File: src/hw/rtl/rne_pkg.sv
// Shared types and constants for the Roman numeral encoder.
// Microcode word layout, opcodes, ASCII letter codes. No dependencies.
package rne_pkg;

    localparam int unsigned VALUE_W  = 12;
    localparam int unsigned LETTER_W = 7;
    localparam int unsigned PC_W     = 5;

    localparam logic [VALUE_W-1:0] VALUE_LIMIT = 12'd4000;

    localparam logic [LETTER_W-1:0] LTR_NONE = 7'h00;
    localparam logic [LETTER_W-1:0] LTR_M    = 7'h4D;
    localparam logic [LETTER_W-1:0] LTR_D    = 7'h44;
    localparam logic [LETTER_W-1:0] LTR_C    = 7'h43;
    localparam logic [LETTER_W-1:0] LTR_L    = 7'h4C;
    localparam logic [LETTER_W-1:0] LTR_X    = 7'h58;
    localparam logic [LETTER_W-1:0] LTR_V    = 7'h56;
    localparam logic [LETTER_W-1:0] LTR_I    = 7'h49;

    typedef logic [PC_W-1:0] t_pc;

    localparam t_pc PC_START = 5'd0;
    localparam t_pc PC_ERR   = 5'd19;

    // CMP1: remainder >= weight -> emit letter, subtract, stay; else jump.
    // CMP2: remainder >= weight -> emit letter, subtract, fall through to
    //       the EMIT of the second letter; else jump.
    // EMIT: emit letter unconditionally, then jump.
    // ERR:  emit the out-of-range transaction.
    typedef enum logic [1:0] {
        OP_CMP1,
        OP_CMP2,
        OP_EMIT,
        OP_ERR
    } t_op;

    typedef struct packed {
        t_op                  op;
        logic [VALUE_W-1:0]   weight;
        logic [LETTER_W-1:0]  letter;
        t_pc                  target;
    } t_uword;

endpackage

File: src/hw/rtl/rne_ucode.sv
// Microcode store of the Roman numeral encoder: one control word per step.
// Depends on rne_pkg.
module rne_ucode import rne_pkg::*; (
    input  t_pc    i_pc,
    output t_uword o_word
);

    always_comb begin
        case (i_pc)
            5'd0:    o_word = '{OP_CMP1, 12'd1000, LTR_M, 5'd1};
            5'd1:    o_word = '{OP_CMP2, 12'd900,  LTR_C, 5'd3};
            5'd2:    o_word = '{OP_EMIT, 12'd0,    LTR_M, 5'd3};
            5'd3:    o_word = '{OP_CMP1, 12'd500,  LTR_D, 5'd4};
            5'd4:    o_word = '{OP_CMP2, 12'd400,  LTR_C, 5'd6};
            5'd5:    o_word = '{OP_EMIT, 12'd0,    LTR_D, 5'd6};
            5'd6:    o_word = '{OP_CMP1, 12'd100,  LTR_C, 5'd7};
            5'd7:    o_word = '{OP_CMP2, 12'd90,   LTR_X, 5'd9};
            5'd8:    o_word = '{OP_EMIT, 12'd0,    LTR_C, 5'd9};
            5'd9:    o_word = '{OP_CMP1, 12'd50,   LTR_L, 5'd10};
            5'd10:   o_word = '{OP_CMP2, 12'd40,   LTR_X, 5'd12};
            5'd11:   o_word = '{OP_EMIT, 12'd0,    LTR_L, 5'd12};
            5'd12:   o_word = '{OP_CMP1, 12'd10,   LTR_X, 5'd13};
            5'd13:   o_word = '{OP_CMP2, 12'd9,    LTR_I, 5'd15};
            5'd14:   o_word = '{OP_EMIT, 12'd0,    LTR_X, 5'd15};
            5'd15:   o_word = '{OP_CMP1, 12'd5,    LTR_V, 5'd16};
            5'd16:   o_word = '{OP_CMP2, 12'd4,    LTR_I, 5'd18};
            5'd17:   o_word = '{OP_EMIT, 12'd0,    LTR_V, 5'd18};
            5'd18:   o_word = '{OP_CMP1, 12'd1,    LTR_I, 5'd18};
            default: o_word = '{OP_ERR,  12'd0,    LTR_NONE, PC_ERR};
        endcase
    end

endmodule
File: config.mk
export PLATFORM = sky130hd
export DESIGN_NAME = rne_ucode
export DESIGN_NICKNAME = d
export VERILOG_FILES = /design/src/hw/rtl/rne_pkg.sv /design/src/hw/rtl/rne_ucode.sv
export SDC_FILE = /design/constraint.sdc
export NUM_CORES = 1
export LEC_CHECK = 0
export BUFFER_PORTS_ARGS = -buffer_cell sky130_fd_sc_hd__clkbuf_2
export CORE_MARGIN = 8
export CORE_UTILIZATION = 47
export DETAILED_ROUTE_END_ITERATION = 10
export PLACE_DENSITY = 0.82
export SETUP_SLACK_MARGIN = 0.3
export SKIP_LAST_GASP = 1
export SLEW_MARGIN = 20
export SYNTH_ARGS = -nofsm -noshare
export SYNTH_HDL_FRONTEND = slang
export SYNTH_SLANG_ARGS = --single-unit
File: constraint.sdc
create_clock -name vclk -period 1.25
set_input_delay 0.125 -clock vclk [all_inputs]
set_output_delay 0.125 -clock vclk [all_outputs]
set_load 0.02 [all_outputs]
==> summary.md, run 1 <==
The effective utilization at floorplan was 49.66%; the count of yosys warnings during synthesis was 0. Counting tap cells, the placed design contains a total of 179 instances. Dividing the synthesized area by the synthesized cell count gives 6.602 um2. The cell type with the highest aggregate area in the netlist is sky130_fd_sc_hd__ha_1. Count of unique library cells instantiated by Yosys: 43. The post-DP HPWL was 2420 um; the routability congestion estimate was 0.8933.

Synthesis handed over a netlist of 112 instances. The tools report the total I/O pin count as 31. In the synthesized netlist, the cells that appear most often are sky130_fd_sc_hd__nor2_1 (12), sky130_fd_sc_hd__inv_1 (9), sky130_fd_sc_hd__a21oi_1 (8). The synthesized design devotes to its leading area cell type 11.84% of total area. After synthesis, the cell types taking the most area are sky130_fd_sc_hd__ha_1 (12%), sky130_fd_sc_hd__a211oi_1 (6.1%), sky130_fd_sc_hd__nor2_1 (6.1%), sky130_fd_sc_hd__a21oi_1 (5.4%), sky130_fd_sc_hd__nor2b_1 (5.1%). The number of resized instances in the post-cts repair step came out at 31. The floorplan step set the die width to 55.67 um.

Port buffering added 28 buffers. The flow did not finish. The tools report the standard-cell row count as 14. The flow stopped in clock tree synthesis. The sequential fraction of the synthesis area is 0%, and the post-detailed-placement cell area is 1261 um2. The mapped netlist covers 739.5 um2.

The die is 55.67 um tall. After clock tree synthesis, the flow added hold-fix buffers numbering 0. The tool reported: "[ERROR DPL-0033] detailed placement checks failed during check placement".

In this run the post-CTS setup repair buffer count came out at 4. The most used standard cell by instance count after synthesis was sky130_fd_sc_hd__nor2_1.
[logic make-up after synthesis]
kind of cell,Yosys count,synth area share (%)
buffers and inverters,21,15.74
multiplexers,2,2.876
other,1,0.5071
AND/OR/NAND/NOR,40,28.26
AO/OA/AOI/OAI,38,37.23
XOR/XNOR,3,3.554
adder cells (fa/ha/maj),7,11.84
[per-stage QoR]
| step | setup slack, ps | TNS [ps] | hold WS [ps] |
|---|---|---|---|
| floorplan | 4.438 | 0 | 287.7 |
| global placement | -245.4 | -2491 | 655.7 |
| detailed placement | -287.1 | -3058 | 672.1 |
==> inputs of run 2 (changes only) <==
--- a/config.mk
+++ b/config.mk
@@ -6,11 +6,10 @@
 export NUM_CORES = 1
 export LEC_CHECK = 0
 export BUFFER_PORTS_ARGS = -buffer_cell sky130_fd_sc_hd__clkbuf_2
-export CORE_MARGIN = 8
-export CORE_UTILIZATION = 47
+export CORE_AREA = 8 8 69 71
 export DETAILED_ROUTE_END_ITERATION = 10
-export PLACE_DENSITY = 0.82
-export SETUP_SLACK_MARGIN = 0.3
+export DIE_AREA = 0 0 77 79
+export PLACE_DENSITY_LB_ADDON = 0.15
 export SKIP_LAST_GASP = 1
 export SLEW_MARGIN = 20
 export SYNTH_ARGS = -nofsm -noshare
==> constraint.sdc (replaced) <==
create_clock -name vclk -period 1.6
set_input_delay 0.16 -clock vclk [all_inputs]
set_output_delay 0.16 -clock vclk [all_outputs]
set_load 0.02 [all_outputs]
==> run 2 against run 1 <==
Against the previous run: the flow now finishes without violations; synthesized cell count is the same; area after synthesis unchanged.
==> summary.md, run 2 <==
The critical path in this run is classified as in -> out. The clock period could shrink to 1519 ps. The total count of hold-check failures in the final report was 0; the first-pass GRT wire length was 4574 um.

Synthesized area: 739.5 um2. Once the clock tree was built, the setup fixing pass inserted 0 buffers. In this run the remaining antenna-violating nets after routing total 0.

After global routing the overflow that remains totals 0. The core region is 3799 um2. In this run the vertical extent of the chip is 79 um. The overall via count from detail_route is 949, and the count of yosys warnings during synthesis is 0. By instance count, the leading cell after synthesis is sky130_fd_sc_hd__nor2_1. Yosys mapped the design onto 43 distinct sky130hd cell types.

STA puts the critical path data required time at 1440 ps. The worst hold path belongs to the class in -> out. The net count of the finished layout is 166. The fraction of layout instances using a drive strength above 1 is 40.13%, and the power density over cell area is 319.5 nW/um2.

During I/O placement, the number of pins put on the boundary was 31. In the routed design, unresolved DRC markers number 0. The routability congestion estimate is 0.7662. 0 antenna diodes ended up in the layout. The tools report the placed instance count as 202.

The worst setup path is launched from an input pin. The initialized floorplan defines 23 standard-cell rows. A synthesized cell averages 6.602 um2. The pin count of the biggest net entering global routing was 17. The count of clock-net buffers in the final layout came out at 0. After routing, the total negative slack on setup checks comes to 0 ps.

The logs give 202 for the non-filler instance count after layout and 0 for the number of sequential storage elements. The register cell area after layout is 0 um2, and the number of max-slew violations in the final report is 0. sky130_fd_sc_hd__ha_1 takes more of the synthesized area than any other cell. For the data arrival time of the critical path, the log shows 1360 ps.

The worst hold path was traced through 4 stages. STA classifies the critical path endpoint as a primary output. The commonest cells after synthesis are sky130_fd_sc_hd__nor2_1 (12), sky130_fd_sc_hd__inv_1 (9), sky130_fd_sc_hd__a21oi_1 (8). The cell count after synthesis is 112, and the routed wirelength normalized by instance count is 13.61 um. The layout overhead on the synthesized area was 47.04%.

Across every metal layer, demand over resource in global routing totals 8.620%. The library cell used most frequently in the layout, excluding fill and tap cells, is sky130_fd_sc_hd__buf_4. The number of global-route vias before repair came out at 931. Once the floorplan was initialized, standard cells occupied 19.47% of the core.

Buffers placed on the I/O ports in this run total 28. The tools report the sequential fraction of the synthesis area as 0%. For this block, the initial DRC count from the detailed router was 49. Setup repair after global routing could not meet its margin everywhere. For the initial antenna violation count, the log shows 0. The run finished with clean final reports.

The maximum fanout along the worst path was 4; the final wirelength was 2749 um. In the post-synthesis netlist, the biggest area contributors are sky130_fd_sc_hd__ha_1 (12%), sky130_fd_sc_hd__a211oi_1 (6.1%), sky130_fd_sc_hd__nor2_1 (6.1%), sky130_fd_sc_hd__a21oi_1 (5.4%), sky130_fd_sc_hd__nor2b_1 (5.1%). Fraction of the cycle the final worst path needs: 94.94%.

For the highest attainable clock frequency, the log shows 658.3 MHz. The logs give 0 for the max-capacitance violation count and 4 for the detailed-router iteration count before antenna repair. The number of buffers inserted by hold repair at cts is 0.

The horizontal extent of the die came out at 77 um. Summed over all cells, the static leakage comes to 0.5357 nW. The run gives 6083 um2 as the die footprint. Setup violations remaining at the end of the flow were counted as 0. The worst IR drop on VDD was 0.00006167 V. The tools report the post-DP HPWL as 2293 um. In the layout the commonest cells are sky130_fd_sc_hd__buf_4 (26), sky130_fd_sc_hd__clkbuf_2 (20), sky130_fd_sc_hd__nor2_1 (11). The top cell type's share of synthesized area was 11.84%; the number of vias per cell was 4.698.
==> run 2: layout make-up <==
type                            count  area, um2
Timing Repair Buffer               50      317.8
Tap cell                           50      62.56
Fill cell                         467       2711
Multi-Input combinational cell     93      670.6
Inverter                            9      36.28
==> run 2: repair_timing <==
item                       4_1_cts  5_1_grt
pin swaps                        0        2
resized for setup                6       17
cloned                           0        0
setup endpoints to repair        9        9
==> run 2: cells by family (layout without fill, tap and decap cells) <==
family                   count (synthesis)  count (layout)  share of synthesized area, %
XOR/XNOR                                 3               3                         3.554
buffers and inverters                   21              59                         15.74
other                                    1               3                        0.5071
adder cells (fa/ha/maj)                  7               7                         11.84
AND/OR/NAND/NOR                         40              40                         28.26
multiplexers                             2               2                         2.876
AO/OA/AOI/OAI                           38              38                         37.23
==> run 2: power by group <==
part	internal, mW	switching (mW)	total (mW)
combinational	0.143	0.205	0.347
sequential	0	0	0
clock	0	0	0
total	0.143	0.205	0.347
==> run 2: final timing paths <==
kind | startpoint | to | slack [ps]
worst min-delay path | i_pc[2] | o_word[4] | 760
worst max-delay path | i_pc[0] | o_word[17] | 80
==> run 2: layer usage <==
metal,vias up,GRT usage (%),part of all wire (%)
met5,-,0,0
met4,0,0,0
met3,0,2.032,7.3
met2,26,14.87,45
met1,444,11.29,48
li1,479,-,-
==> run 2: per-stage QoR <==
stage                     setup slack (ps)  hold slack, ps  total power, mW  utilization, %  instance area, um2
final                                80.91           761.7           0.3474           28.62                1087
after global routing                -18.73           815.2           0.3821           28.62                1087
after global placement              -93.64           762.4           0.3357           27.17                1032
after detailed placement            -116.1           758.7           0.3334           27.17                1032
after CTS                           -9.113           761.8           0.3413           27.77                1055
after floorplan                      108.0           399.4           0.2171               -               747.0
==> run 2: critical path, stage by stage <==
cell and delay (ps):
sky130_fd_sc_hd__clkbuf_2 130, sky130_fd_sc_hd__inv_2 130, sky130_fd_sc_hd__ha_4 220, sky130_fd_sc_hd__nor2b_1 150
sky130_fd_sc_hd__o32a_1 340, sky130_fd_sc_hd__nor2_1 90, sky130_fd_sc_hd__buf_4 140
Note: power is estimated with default switching activity, not from simulation.
